--- config.mk ---
export PLATFORM = sky130hd
export DESIGN_NAME = lora_sensor_frame_decoder_top
export DESIGN_NICKNAME = d
export VERILOG_FILES = /design/src/rtl/lsfd_pkg.sv /design/src/rtl/lsfd_front.sv /design/src/rtl/lsfd_queue.sv /design/src/rtl/lsfd_back.sv /design/src/rtl/lora_sensor_frame_decoder_top.sv
export SDC_FILE = /design/constraint.sdc
export NUM_CORES = 1
export LEC_CHECK = 0
export BUFFER_PORTS_ARGS = -buffer_cell sky130_fd_sc_hd__buf_2
export CAP_MARGIN = 5
export CORE_ASPECT_RATIO = 0.7
export CORE_MARGIN = 4
export CORE_UTILIZATION = 53
export DETAILED_ROUTE_END_ITERATION = 12
export PLACE_DENSITY = 0.71
export SYNTH_ARGS = -nofsm -noshare
export SYNTH_HDL_FRONTEND = slang
export SYNTH_HIERARCHICAL = 1
export SYNTH_SLANG_ARGS = --single-unit
--- constraint.sdc ---
create_clock -name clk_i -period 7.7 [get_ports clk_i]
set_input_delay 0.77 -clock clk_i [delete_from_list [all_inputs] [get_ports clk_i]]
set_output_delay 0.77 -clock clk_i [all_outputs]
set_load 0.01 [all_outputs]
--- src/rtl/lsfd_pkg.sv ---
// ============================================================================
// lsfd_pkg: shared types and constants of the sensor frame decoder
// Request/response structs, queue command, config view, codes.
// ============================================================================
`default_nettype none

package lsfd_pkg;

  localparam int unsigned MaxDevices = 4;
  localparam int unsigned SlotCount  = 4;
  localparam int unsigned FrameBytes = 16;
  localparam int unsigned UsedBytes  = 14;
  localparam int unsigned MinBytes   = 8;
  localparam int unsigned ThBytes    = 16;
  localparam int unsigned FogBytes   = 12;
  localparam int unsigned CountMax   = 31;

  localparam logic [7:0] StartByte = 8'h5e;
  localparam logic [7:0] TypeTh    = 8'hb0;
  localparam logic [7:0] TypeFog   = 8'hb1;
  localparam logic [7:0] LenTh     = 8'h06;
  localparam logic [7:0] LenFog    = 8'h02;
  localparam logic [7:0] FogClear  = 8'h01;

  localparam logic OpByte = 1'b0;
  localparam logic OpRead = 1'b1;

  localparam logic KindReport  = 1'b0;
  localparam logic KindReadout = 1'b1;

  localparam logic [2:0] StOk       = 3'd0;
  localparam logic [2:0] StShort    = 3'd1;
  localparam logic [2:0] StBadStart = 3'd2;
  localparam logic [2:0] StBadType  = 3'd3;
  localparam logic [2:0] StBadLen   = 3'd4;
  localparam logic [2:0] StBadSize  = 3'd5;

  localparam logic [1:0] SensNone = 2'd0;
  localparam logic [1:0] SensTh   = 2'd1;
  localparam logic [1:0] SensFog  = 2'd2;

  localparam logic [2:0] RegDevCount = 3'd0;
  localparam logic [2:0] RegDevAddr0 = 3'd1;
  localparam logic [2:0] RegDevAddr1 = 3'd2;
  localparam logic [2:0] RegDevAddr2 = 3'd3;
  localparam logic [2:0] RegDevAddr3 = 3'd4;

  typedef struct packed {
    logic        operation;
    logic [7:0]  data_byte;
    logic        frame_end;
    logic [31:0] now_seconds;
    logic [1:0]  record_slot;
  } in_req_t;

  typedef struct packed {
    logic        result_kind;
    logic [2:0]  status;
    logic [1:0]  sensor_kind;
    logic [31:0] source_address;
    logic [3:0]  match_mask;
    logic [7:0]  voltage_tenths;
    logic        fog_present;
    logic [15:0] temperature_tenths;
    logic [15:0] humidity_tenths;
    logic [31:0] update_seconds;
  } out_rsp_t;

  typedef struct packed {
    logic        is_read;
    logic [1:0]  slot;
    logic [2:0]  status;
    logic [1:0]  kind;
    logic [31:0] addr;
    logic [7:0]  volt;
    logic        fog;
    logic [15:0] temp;
    logic [15:0] hum;
    logic [31:0] now;
  } cmd_t;

  typedef struct packed {
    logic [2:0]             dev_count;
    logic [3:0][31:0]       dev_addr;
  } cfg_t;

endpackage

`default_nettype wire

--- src/rtl/lsfd_front.sv ---
// ============================================================================
// lsfd_front: frame collector and classifier
// Stores frame bytes, checks the frame at its end, issues queue commands.
// ============================================================================
`default_nettype none

module lsfd_front (
  input  wire logic             clk_i,
  input  wire logic             rst_ni,
  input  wire logic             accept_i,
  input  wire lsfd_pkg::in_req_t req_i,
  output logic                  push_o,
  output lsfd_pkg::cmd_t        cmd_o
);

  logic [4:0] cnt_q, cnt_d;
  logic [7:0] store_q [lsfd_pkg::FrameBytes];
  logic [7:0] fb [lsfd_pkg::UsedBytes];
  logic [4:0] size;

  always_comb begin
    for (int i = 0; i < lsfd_pkg::UsedBytes; i++) begin
      fb[i] = (cnt_q == 5'(i)) ? req_i.data_byte : store_q[i];
    end
    size = (cnt_q == 5'(lsfd_pkg::CountMax)) ? cnt_q : cnt_q + 5'd1;
  end

  always_comb begin
    cmd_o = '0;
    if (req_i.operation == lsfd_pkg::OpRead) begin
      cmd_o.is_read = 1'b1;
      cmd_o.slot    = req_i.record_slot;
    end else begin
      cmd_o.status = lsfd_pkg::StOk;
      if (size < 5'(lsfd_pkg::MinBytes)) begin
        cmd_o.status = lsfd_pkg::StShort;
      end else if (fb[0] != lsfd_pkg::StartByte) begin
        cmd_o.status = lsfd_pkg::StBadStart;
      end else begin
        cmd_o.addr = {fb[1], fb[2], fb[3], fb[4]};
        if (fb[5] == lsfd_pkg::TypeTh) begin
          cmd_o.kind = lsfd_pkg::SensTh;
          if (fb[7] != lsfd_pkg::LenTh) begin
            cmd_o.status = lsfd_pkg::StBadLen;
          end else if (size != 5'(lsfd_pkg::ThBytes)) begin
            cmd_o.status = lsfd_pkg::StBadSize;
          end
        end else if (fb[5] == lsfd_pkg::TypeFog) begin
          cmd_o.kind = lsfd_pkg::SensFog;
          if (fb[7] != lsfd_pkg::LenFog) begin
            cmd_o.status = lsfd_pkg::StBadLen;
          end else if (size != 5'(lsfd_pkg::FogBytes)) begin
            cmd_o.status = lsfd_pkg::StBadSize;
          end
        end else begin
          cmd_o.status = lsfd_pkg::StBadType;
        end
      end
      if (cmd_o.status == lsfd_pkg::StOk) begin
        cmd_o.volt = fb[9];
        cmd_o.now  = req_i.now_seconds;
        if (cmd_o.kind == lsfd_pkg::SensFog) begin
          cmd_o.fog = (fb[8] != lsfd_pkg::FogClear);
        end else begin
          cmd_o.temp = {fb[10], fb[11]};
          cmd_o.hum  = {fb[12], fb[13]};
        end
      end
    end
  end

  assign push_o = accept_i &&
                  (req_i.operation == lsfd_pkg::OpRead || req_i.frame_end);

  always_comb begin
    cnt_d = cnt_q;
    if (accept_i && req_i.operation == lsfd_pkg::OpByte) begin
      cnt_d = req_i.frame_end ? 5'd0 : size;
    end
  end

  always_ff @(posedge clk_i or negedge rst_ni) begin
    if (!rst_ni) begin
      cnt_q <= '0;
    end else begin
      cnt_q <= cnt_d;
    end
  end

  always_ff @(posedge clk_i) begin
    if (accept_i && req_i.operation == lsfd_pkg::OpByte &&
        cnt_q < 5'(lsfd_pkg::FrameBytes)) begin
      store_q[cnt_q[3:0]] <= req_i.data_byte;
    end
  end

endmodule

`default_nettype wire

--- src/rtl/lsfd_queue.sv ---
// ============================================================================
// lsfd_queue: two-entry command queue
// Decouples the frame front end from the record back end.
// ============================================================================
`default_nettype none

module lsfd_queue (
  input  wire logic           clk_i,
  input  wire logic           rst_ni,
  input  wire logic           push_i,
  input  wire lsfd_pkg::cmd_t cmd_i,
  input  wire logic           pop_i,
  output logic                full_o,
  output logic                empty_o,
  output lsfd_pkg::cmd_t      cmd_o
);

  lsfd_pkg::cmd_t mem_q [2];
  logic       wr_ptr_q, wr_ptr_d;
  logic       rd_ptr_q, rd_ptr_d;
  logic [1:0] cnt_q, cnt_d;

  assign full_o  = (cnt_q == 2'd2);
  assign empty_o = (cnt_q == 2'd0);
  assign cmd_o   = mem_q[rd_ptr_q];

  always_comb begin
    wr_ptr_d = wr_ptr_q ^ push_i;
    rd_ptr_d = rd_ptr_q ^ pop_i;
    cnt_d    = cnt_q + {1'b0, push_i} - {1'b0, pop_i};
  end

  always_ff @(posedge clk_i or negedge rst_ni) begin
    if (!rst_ni) begin
      wr_ptr_q <= 1'b0;
      rd_ptr_q <= 1'b0;
      cnt_q    <= '0;
    end else begin
      wr_ptr_q <= wr_ptr_d;
      rd_ptr_q <= rd_ptr_d;
      cnt_q    <= cnt_d;
    end
  end

  always_ff @(posedge clk_i) begin
    if (push_i) begin
      mem_q[wr_ptr_q] <= cmd_i;
    end
  end

endmodule

`default_nettype wire

--- src/rtl/lsfd_back.sv ---
// ============================================================================
// lsfd_back: device record table and response register
// Matches addresses, updates records, serves readouts.
// ============================================================================
`default_nettype none

module lsfd_back (
  input  wire logic           clk_i,
  input  wire logic           rst_ni,
  input  wire lsfd_pkg::cfg_t cfg_i,
  input  wire logic           empty_i,
  input  wire lsfd_pkg::cmd_t cmd_i,
  output logic                pop_o,
  output logic                out_valid_o,
  input  wire logic           out_stall_i,
  output lsfd_pkg::out_rsp_t  out_rsp_o
);

  logic [31:0] rec_time_q [lsfd_pkg::SlotCount];
  logic [7:0]  rec_volt_q [lsfd_pkg::SlotCount];
  logic        rec_fog_q  [lsfd_pkg::SlotCount];
  logic [15:0] rec_temp_q [lsfd_pkg::SlotCount];
  logic [15:0] rec_hum_q  [lsfd_pkg::SlotCount];

  logic                valid_q, valid_d;
  lsfd_pkg::out_rsp_t  rsp_q, rsp_d;
  logic [2:0]          inuse;
  logic [3:0]          mask;

  assign pop_o = !empty_i && (!valid_q || !out_stall_i);

  always_comb begin
    inuse = (cfg_i.dev_count > 3'(lsfd_pkg::MaxDevices)) ?
            3'(lsfd_pkg::MaxDevices) : cfg_i.dev_count;
    for (int i = 0; i < lsfd_pkg::SlotCount; i++) begin
      mask[i] = !cmd_i.is_read && cmd_i.status == lsfd_pkg::StOk &&
                3'(i) < inuse && cfg_i.dev_addr[i] == cmd_i.addr;
    end
  end

  always_comb begin
    rsp_d = '0;
    if (cmd_i.is_read) begin
      rsp_d.result_kind = lsfd_pkg::KindReadout;
      if ({1'b0, cmd_i.slot} < 3'(lsfd_pkg::MaxDevices)) begin
        rsp_d.source_address     = cfg_i.dev_addr[cmd_i.slot];
        rsp_d.voltage_tenths     = rec_volt_q[cmd_i.slot];
        rsp_d.fog_present        = rec_fog_q[cmd_i.slot];
        rsp_d.temperature_tenths = rec_temp_q[cmd_i.slot];
        rsp_d.humidity_tenths    = rec_hum_q[cmd_i.slot];
        rsp_d.update_seconds     = rec_time_q[cmd_i.slot];
      end
    end else begin
      rsp_d.result_kind        = lsfd_pkg::KindReport;
      rsp_d.status             = cmd_i.status;
      rsp_d.sensor_kind        = cmd_i.kind;
      rsp_d.source_address     = cmd_i.addr;
      rsp_d.match_mask         = mask;
      rsp_d.voltage_tenths     = cmd_i.volt;
      rsp_d.fog_present        = cmd_i.fog;
      rsp_d.temperature_tenths = cmd_i.temp;
      rsp_d.humidity_tenths    = cmd_i.hum;
      rsp_d.update_seconds     = cmd_i.now;
    end
  end

  always_comb begin
    valid_d = valid_q;
    if (pop_o) begin
      valid_d = 1'b1;
    end else if (valid_q && !out_stall_i) begin
      valid_d = 1'b0;
    end
  end

  always_ff @(posedge clk_i or negedge rst_ni) begin
    if (!rst_ni) begin
      valid_q <= 1'b0;
      for (int i = 0; i < lsfd_pkg::SlotCount; i++) begin
        rec_time_q[i] <= '0;
        rec_volt_q[i] <= '0;
        rec_fog_q[i]  <= 1'b0;
        rec_temp_q[i] <= '0;
        rec_hum_q[i]  <= '0;
      end
    end else begin
      valid_q <= valid_d;
      for (int i = 0; i < lsfd_pkg::SlotCount; i++) begin
        if (pop_o && mask[i]) begin
          rec_time_q[i] <= cmd_i.now;
          rec_volt_q[i] <= cmd_i.volt;
          if (cmd_i.kind == lsfd_pkg::SensFog) begin
            rec_fog_q[i] <= cmd_i.fog;
          end else begin
            rec_temp_q[i] <= cmd_i.temp;
            rec_hum_q[i]  <= cmd_i.hum;
          end
        end
      end
    end
  end

  always_ff @(posedge clk_i) begin
    if (pop_o) begin
      rsp_q <= rsp_d;
    end
  end

  assign out_valid_o = valid_q;
  assign out_rsp_o   = rsp_q;

endmodule

`default_nettype wire

--- src/rtl/lora_sensor_frame_decoder_top.sv ---
// ============================================================================
// lora_sensor_frame_decoder_top: sensor frame decoder with device records
// Collects frame bytes, reports each frame, keeps four device records.
// ============================================================================
//  channel | dir | handshake                        | payload
//  in      | in  | in_valid_i / in_stall_o          | in_req_i  (in_req_t)
//  out     | out | out_valid_o / out_stall_i        | out_rsp_o (out_rsp_t)
//  cfg     | in  | psel/penable/pwrite, pready = 1  | paddr/pwdata/prdata
//
//  One request per cycle while in_stall_o is low; a report or readout is
//  queued once classified, then registered with its record update.
//  A two-entry queue sits between front and back; in_stall_o is its full flag.
//  Reset clears counters, records and config; the frame store is not cleared.
// ============================================================================
`default_nettype none

module lora_sensor_frame_decoder_top (
  input  wire logic               clk_i,
  input  wire logic               rst_ni,
  input  wire logic               in_valid_i,
  output logic                    in_stall_o,
  input  wire lsfd_pkg::in_req_t  in_req_i,
  output logic                    out_valid_o,
  input  wire logic               out_stall_i,
  output lsfd_pkg::out_rsp_t      out_rsp_o,
  input  wire logic               psel,
  input  wire logic               penable,
  input  wire logic               pwrite,
  input  wire logic [4:0]         paddr,
  input  wire logic [31:0]        pwdata,
  output logic [31:0]             prdata,
  output logic                    pready
);

  lsfd_pkg::cfg_t cfg_q;
  logic           accept;
  logic           push, pop, full, empty;
  lsfd_pkg::cmd_t push_cmd, pop_cmd;
  logic           cfg_wr;
  logic [2:0]     reg_idx;

  assign pready  = 1'b1;
  assign reg_idx = paddr[4:2];
  assign cfg_wr  = psel && penable && pwrite && pready;

  always_ff @(posedge clk_i or negedge rst_ni) begin
    if (!rst_ni) begin
      cfg_q <= '0;
    end else if (cfg_wr) begin
      case (reg_idx)
        lsfd_pkg::RegDevCount: cfg_q.dev_count   <= pwdata[2:0];
        lsfd_pkg::RegDevAddr0: cfg_q.dev_addr[0] <= pwdata;
        lsfd_pkg::RegDevAddr1: cfg_q.dev_addr[1] <= pwdata;
        lsfd_pkg::RegDevAddr2: cfg_q.dev_addr[2] <= pwdata;
        lsfd_pkg::RegDevAddr3: cfg_q.dev_addr[3] <= pwdata;
        default: ;
      endcase
    end
  end

  always_comb begin
    case (reg_idx)
      lsfd_pkg::RegDevCount: prdata = {29'd0, cfg_q.dev_count};
      lsfd_pkg::RegDevAddr0: prdata = cfg_q.dev_addr[0];
      lsfd_pkg::RegDevAddr1: prdata = cfg_q.dev_addr[1];
      lsfd_pkg::RegDevAddr2: prdata = cfg_q.dev_addr[2];
      lsfd_pkg::RegDevAddr3: prdata = cfg_q.dev_addr[3];
      default:               prdata = '0;
    endcase
  end

  assign in_stall_o = full;
  assign accept     = in_valid_i && !in_stall_o;

  lsfd_front u_front (
    .clk_i    (clk_i),
    .rst_ni   (rst_ni),
    .accept_i (accept),
    .req_i    (in_req_i),
    .push_o   (push),
    .cmd_o    (push_cmd)
  );

  lsfd_queue u_queue (
    .clk_i   (clk_i),
    .rst_ni  (rst_ni),
    .push_i  (push),
    .cmd_i   (push_cmd),
    .pop_i   (pop),
    .full_o  (full),
    .empty_o (empty),
    .cmd_o   (pop_cmd)
  );

  lsfd_back u_back (
    .clk_i       (clk_i),
    .rst_ni      (rst_ni),
    .cfg_i       (cfg_q),
    .empty_i     (empty),
    .cmd_i       (pop_cmd),
    .pop_o       (pop),
    .out_valid_o (out_valid_o),
    .out_stall_i (out_stall_i),
    .out_rsp_o   (out_rsp_o)
  );

  a_readout_clean: assert property (@(posedge clk_i) disable iff (!rst_ni)
    out_valid_o && out_rsp_o.result_kind == lsfd_pkg::KindReadout |->
      out_rsp_o.match_mask == 4'd0 && out_rsp_o.status == lsfd_pkg::StOk &&
      out_rsp_o.sensor_kind == lsfd_pkg::SensNone)
    else $error("readout carries report fields");

  a_failed_report_empty: assert property (@(posedge clk_i) disable iff (!rst_ni)
    out_valid_o && out_rsp_o.result_kind == lsfd_pkg::KindReport &&
      out_rsp_o.status != lsfd_pkg::StOk |->
      out_rsp_o.match_mask == 4'd0 && out_rsp_o.update_seconds == 32'd0)
    else $error("failed frame updated records");

  a_match_needs_ok: assert property (@(posedge clk_i) disable iff (!rst_ni)
    out_valid_o && out_rsp_o.match_mask != 4'd0 |->
      out_rsp_o.status == lsfd_pkg::StOk &&
      out_rsp_o.sensor_kind != lsfd_pkg::SensNone)
    else $error("match without a good frame");

  a_queue_push_not_full: assert property (@(posedge clk_i) disable iff (!rst_ni)
    push |-> !full || pop)
    else $error("queue overflow");

endmodule

`default_nettype wire

==> results of run 1 <==
[power by group]
group | total, mW | leakage, nW | internal [mW] | switching, mW
clock | 4.39 | 1.46 | 2.54 | 1.85
sequential | 6.24 | 10.1 | 5.80 | 0.443
combinational | 3.97 | 7.37 | 1.56 | 2.41
total | 14.6 | 18.9 | 9.90 | 4.71
[metal layers]
layer	GRT usage [%]	share of wire (%)	vias to the layer above
li1	-	-	9984
met1	37.0	44	12300
met2	38.7	46	809
met3	5.40	7.6	159
met4	5.76	2.0	0
met5	0	0	-
[how the worst max path moves through the flow]
stage,cells past startpoint,slack [ns],endpoint
floorplan,6,2.70,u_back/rec_hum_q[16]
global placement,7,3.14,u_back/rec_time_q[24]
detailed placement,5,3.08,u_back/out_rsp_o[66]
CTS,7,3.04,u_back/rec_time_q[22]
global route,5,2.87,u_back/out_rsp_o[51]
finish,7,2.93,u_back/rec_time_q[63]
[per-stage QoR]
step	utilization (%)	worst slack [ns]	instance area, um2
after floorplan	-	2.70	39800
after global placement	56.5	3.14	41700
after detailed placement	56.5	3.08	41700
after CTS	60.5	3.04	44700
after global routing	60.5	2.87	44700
final	60.5	2.93	44700
[worst max-delay path, stage by stage (launching register included)]
cell     delay (ns)
dfrtp_4        0.91
mux2_4         0.45
xor2_1         0.17
nor4_1         1.14
nand3_1        0.47
nor4_4         0.33
buf_4          0.64
mux2_2         0.42
[cells in the final DEF, fill, tap and decap left out, types with 5 or more instances in the layout]
master     instances
a21boi_2           8
buf_2            233
clkbuf_8          14
clkinv_2          13
nor4_1            40
o22ai_1            5
nor3_1            11
clkbuf_16         88
mux2_2           544
xor2_1           104
xnor2_1            9
and2_1            36
o21ai_0            8
buf_4             33
inv_1             25
clkbuf_1          22
mux4_2           105
mux2_4            65
a31oi_1            6
dfrtp_1          432
or2_2              6
nand2_1          182
nor4_4             8
clkinv_1           5
mux2i_1           32
nand2b_1          17
nand3_1           14
a221o_1           29
a21oi_1           76
ha_1               6
nor2b_1           21
nor2_1            62
edfxtp_1         445
or4_1              5
bufinv_16          8
mux2_1            29
nand4_1            7
diode_2            5
[state kept, by name, summed over array words and instances, names as in the netlist]
signal              count
u_back/out_valid_o      1
u_queue/mem_q         226
u_back/rec_volt_q      32
u_back/out_rsp_o      115
u_back/rec_fog_q        4
u_back/rec_hum_q       64
u_back/rec_temp_q      64
u_queue/cnt_q           2
u_front/cnt_q           5
u_front/store_q       104
cfg_q                 131
u_queue/rd_ptr_q        1
u_queue/wr_ptr_q        1
u_back/rec_time_q     128
[final cells by class]
cell class | count | share of cell area [%]
Timing Repair Buffer | 268 | 3.24
Tap cell | 977 | 2.73
Sequential cell | 878 | 54.1
Antenna cell | 5 | 0.0280
Multi-Input combinational cell | 1495 | 33.0
Clock inverter | 38 | 1.14
Inverter | 26 | 0.229
Clock buffer | 124 | 5.54
[cells by family (layout without fill, tap and decap cells)]
kind of cell	Yosys count	after routing	synth area share, %
DFF	878	878	60.8
muxes	776	776	25.4
and+or+nand+nor	440	440	5.81
buffers and inverters	186	456	2.49
AOI/OAI and AO/OA	156	156	2.71
xor gates and xnor gates	114	114	2.55
adders and majority gates	8	8	0.251
other	1	6	0.00942
==> flow_summary.ini, run 1 <==
[worst_setup_path]
start_kind = flip-flop
rr_endpoint = u_back/rec_time_q[63]
critPathLaunch = u_queue/rd_ptr_q
timing.rr.start = u_queue/rd_ptr_q
cp.arrival_ns = 5.31
r2r_slack_ns = 2.93
worst_setup_path_end_kind = flip-flop
worst_ep_required_time_ns = 8.24
reg2regPathDepth = 7
path_class = reg -> reg
crit_fanout = 42

[place]
place_hpwl_um = 63300
globalplace.congestion = 0.935
port_buffers = 234
dpl.cell_count = 3644

[clocking]
cts_htree_levels = 3
post_cts_resized = 0
clockBufferDepth = 3
hold_buffers = 0
cts_root_buf = clkbuf_16
path_clk_slew_ns = 0.06
numCtsBuffers = 86
cts_tree = done
postCtsSetupBuffers = 0
clk-insertion-delay-late_ns = 0.67
cts_sinks = 878

[pwr]
leakagePower_nw = 18.9
irDropWorstVdd_uv = 199
total_power_mw = 14.6
cellPowerDensity_nw_per_um2 = 327

[synth]
synth_warnings = 6
synth_top_area_share_pct = 33.6
syn_area_per_cell_um2 = 15.6
synth.most_common_cell = mux2_2
yosysTopAreaCell = edfxtp_1
synth_nets = 2655
synth.yosys.seq_area_share_pct = 60.8
netlist_area_um2 = 39800
synth_flop_cell = edfxtp_1
syn_inst = 2559
synth_edf_count = 445
async_reset_ff_share_pct = 49.3
yosysUniqueCellTypes = 71
ys_ff_latch = 878
synthTopCellsByCount = mux2_2, edfxtp_1, dfrtp_1
synth_area_leaders = edfxtp_1, dfrtp_1, mux2_2

[hold_path]
hold_class = in -> async

[sta]
relSlewSlack_pct = 5.92
tightestPinTransition_ns = 1.40
finalHoldViolCount = 0
fin_crit_ns = 4.77
rsz0062_at_grt = false
holdWs_ns = 0.0976
setup_tns_ns = 0
slew_violations = 0
setup-violations-final = 0
max_freq_mhz = 210
finalCritPeriodShare_pct = 61.9
clock_skew_ns = 0.0212

[global_route]
grt_use_total_pct = 25.1
grt_max_degree = 178
antenna_found_initial = 8
grt_pass1_wl_um = 151000
overflow = 0
first_global_vias = 24000

[floorplan]
dieWidth_um = 336
core_um2 = 73800
die_area_um2 = 79700
ios = 238
die_h_um = 237
row_count = 83
start_util_pct = 53.9

[route]
wl_um = 99700
first_pass_iters = 5
drtIter0Drc = 2231
antenna_left = 0
vias_per_cell = 6.10
avgRoutedWirePerCell_um = 26.2
route.detailed.drc = 0
vias = 23200

[run_status]
status = finished, final reports clean

[finish]
area_growth_syn_to_layout_pct = 12.3
final_cells = 3811
fillers = 5430
num-nets-final = 2851
regArea_um2 = 24200
multi_input_area_um2 = 14700
drive_above_1_share_pct = 41.0

[run]
maxCapViolations = 0
(Power assumes the default switching activity.)
==> run 2: changes to the inputs <==
Clock period 7.7 ns to 4.77 ns, I/O delays scaled along.
==> run 2 against run 1 <==
Against the previous run: sequential share of layout area shrank 0.18 points; clock skew is 0.0051 ns higher; sequential power is 62% higher; critical endpoint is now u_back/rec_time_q[13]; worst setup slack got worse by 2.3 ns; largest power group unchanged; power up 60%; global-route usage down 0.39 points; combinational power grew 63%; hold slack got worse by 0.027 ns; non-clock buffer count grew 14; highest routed layer is now met5; largest cell class unchanged; die area unchanged; core utilization up 0.20 points; design area is 0.33% higher.
==> flow_summary.ini, run 2 (synthesis gave the netlist of run 1 again) <==
[worst_setup_path]
cp.arrival_ns = 4.69
crit_chain = mux2_4 > nor2b_1 > a2111oi_0 > nand4_1 > nor4_4 > buf_12 > mux2_2
worst_setup_path_end_kind = flip-flop
start_kind = flip-flop
crit_family = simple AND/OR/NAND/NOR gates
path_buf_inv = 1
crit_fanout = 40
crit_path_max_incr_delay_ns = 0.86
worst_ep_required_time_ns = 5.30
cp_slowest_cell = dfrtp_4
path_class = reg -> reg

[pwr]
leakagePower_nw = 19.0
irDropWorstVdd_uv = 372
cellPowerDensity_nw_per_um2 = 522

[clocking]
numCtsBuffers = 86
cts_tree = done
postCtsSetupBuffers = 0
cts_root_buf = clkbuf_16
clk-insertion-delay-late_ns = 0.66
cts_sinks = 878
hold_buffers = 1
path_clk_slew_ns = 0.06
post_cts_resized = 0
cts_htree_levels = 3
clockBufferDepth = 3

[global_route]
gr-usage-met3_pct = 5.33
gr-usage-met1_pct = 35.7
overflow = 0
grt_max_degree = 119
grt_busiest_layer = met2
grt_pass1_wl_um = 149000
antenna_found_initial = 4
use_met2_pct = 38.5
first_global_vias = 24200
grt_use_total_pct = 24.7

[finish]
largestRegisters = u_queue/mem_q (226), cfg_q (131), u_back/rec_time_q (128)
num-nets-final = 2865
final_common_cell = mux2_2
top_register = u_queue/mem_q
final_cells = 3821
regArea_um2 = 24200
fillers = 5444
final_cell_mix = mux2_2, edfxtp_1, dfrtp_1, buf_2, nand2_1
multi_input_area_um2 = 14700
drive_above_1_share_pct = 41.3
area_growth_syn_to_layout_pct = 12.6
largest_register_ffs = 226

[run]
maxCapViolations = 0

[floorplan]
row_count = 83
dieWidth_um = 336
start_util_pct = 53.9
die_h_um = 237
die_area_um2 = 79700
core_um2 = 73800
ios = 238

[sta]
finalCritPeriodShare_pct = 87.2
clock_skew_ns = 0.0263
fin_crit_ns = 4.16
slew_violations = 0
max_freq_mhz = 240
finalHoldViolCount = 0
rsz0062_at_grt = false
setup-violations-final = 0
relSlewSlack_pct = 19.5
tightestPinTransition_ns = 1.20
setup_tns_ns = 0

[place]
globalplace.congestion = 0.953
dpl.cell_count = 3657
place_hpwl_um = 63600
port_buffers = 234

[route]
vias = 23100
route.detailed.drc = 0
antenna_left = 0
drtIter0Drc = 2019
avgRoutedWirePerCell_um = 25.8
first_pass_iters = 5
vias_per_cell = 6.04
wl_um = 98500

[hold_path]
hold_class = in -> reg

[run_status]
status = finished, final reports clean
-- run 2: cell count changes in the layout (fill, tap and decap cells not counted), moves of 2 or more --
cell	delta
clkinv_2	+2
inv_6	+3
diode_2	-2
clkinv_1	+2
clkbuf_1	-3
inv_16	-2
clkbuf_8	-6
buf_12	+14
-- run 2: per-stage QoR --
stage | hold slack (ns) | area [um2] | setup slack (ns) | util, % | total power, mW
2_1_floorplan | 0.181 | 39800 | 0.0658 | - | 14.2
3_3_place_gp | 0.462 | 42000 | 0.885 | 56.8 | 16.5
3_5_place_dp | 0.474 | 42000 | 0.820 | 56.8 | 16.6
4_1_cts | 0.0223 | 44800 | 0.816 | 60.7 | 23.5
5_1_grt | 0.0319 | 44900 | 0.653 | 60.7 | 24.4
6_report | 0.0704 | 44900 | 0.611 | 60.7 | 23.4
-- run 2: worst paths after layout --
check	from	end	slack, ns	depth (start not counted)
min in group asynchronous	rst_ni	cfg_q[101]	0.49	2
max in group asynchronous	rst_ni	u_back/rec_time_q[115]	3.07	3
hold reg to reg	u_back/rec_time_q[72]	u_back/rec_time_q[72]	0.48	1
setup / recovery	u_queue/rd_ptr_q	u_back/rec_time_q[13]	0.61	7
hold / removal	out_stall_i	u_back/out_valid_o	0.07	3
setup reg to reg	u_queue/rd_ptr_q	u_back/rec_time_q[13]	0.61	7
-- run 2: area by class of cell --
class	count	share of cell area, %
diodes	3	0.0167
clock buffers	115	5.31
clock inverters	45	1.07
inverters	26	0.229
multi-input cells	1495	32.8
flip-flops and latches	878	54.0
well taps	977	2.73
repair buffers	282	3.86
-- run 2: power breakdown --
part	switching, mW	total [mW]	internal (mW)
Sequential	0.693	10.1	9.36
Clock	2.93	6.87	3.93
Combinational	3.90	6.48	2.58
Total	7.53	23.4	15.9
-- run 2: metal layers --
metal	share of wire (%)	routed length (um)
met5	0.010	10
met4	2.3	2220
met3	7.3	7210
met2	46	45800
met1	44	43200
-- run 2: worst reg2reg max path: cells and delay by family (launching register included) --
family | cells | cell delay, ns
compound gates | 1 | 0.73
simple gates | 3 | 1.31
flops | 1 | 0.86
mux | 2 | 0.84
buf+inv | 1 | 0.32
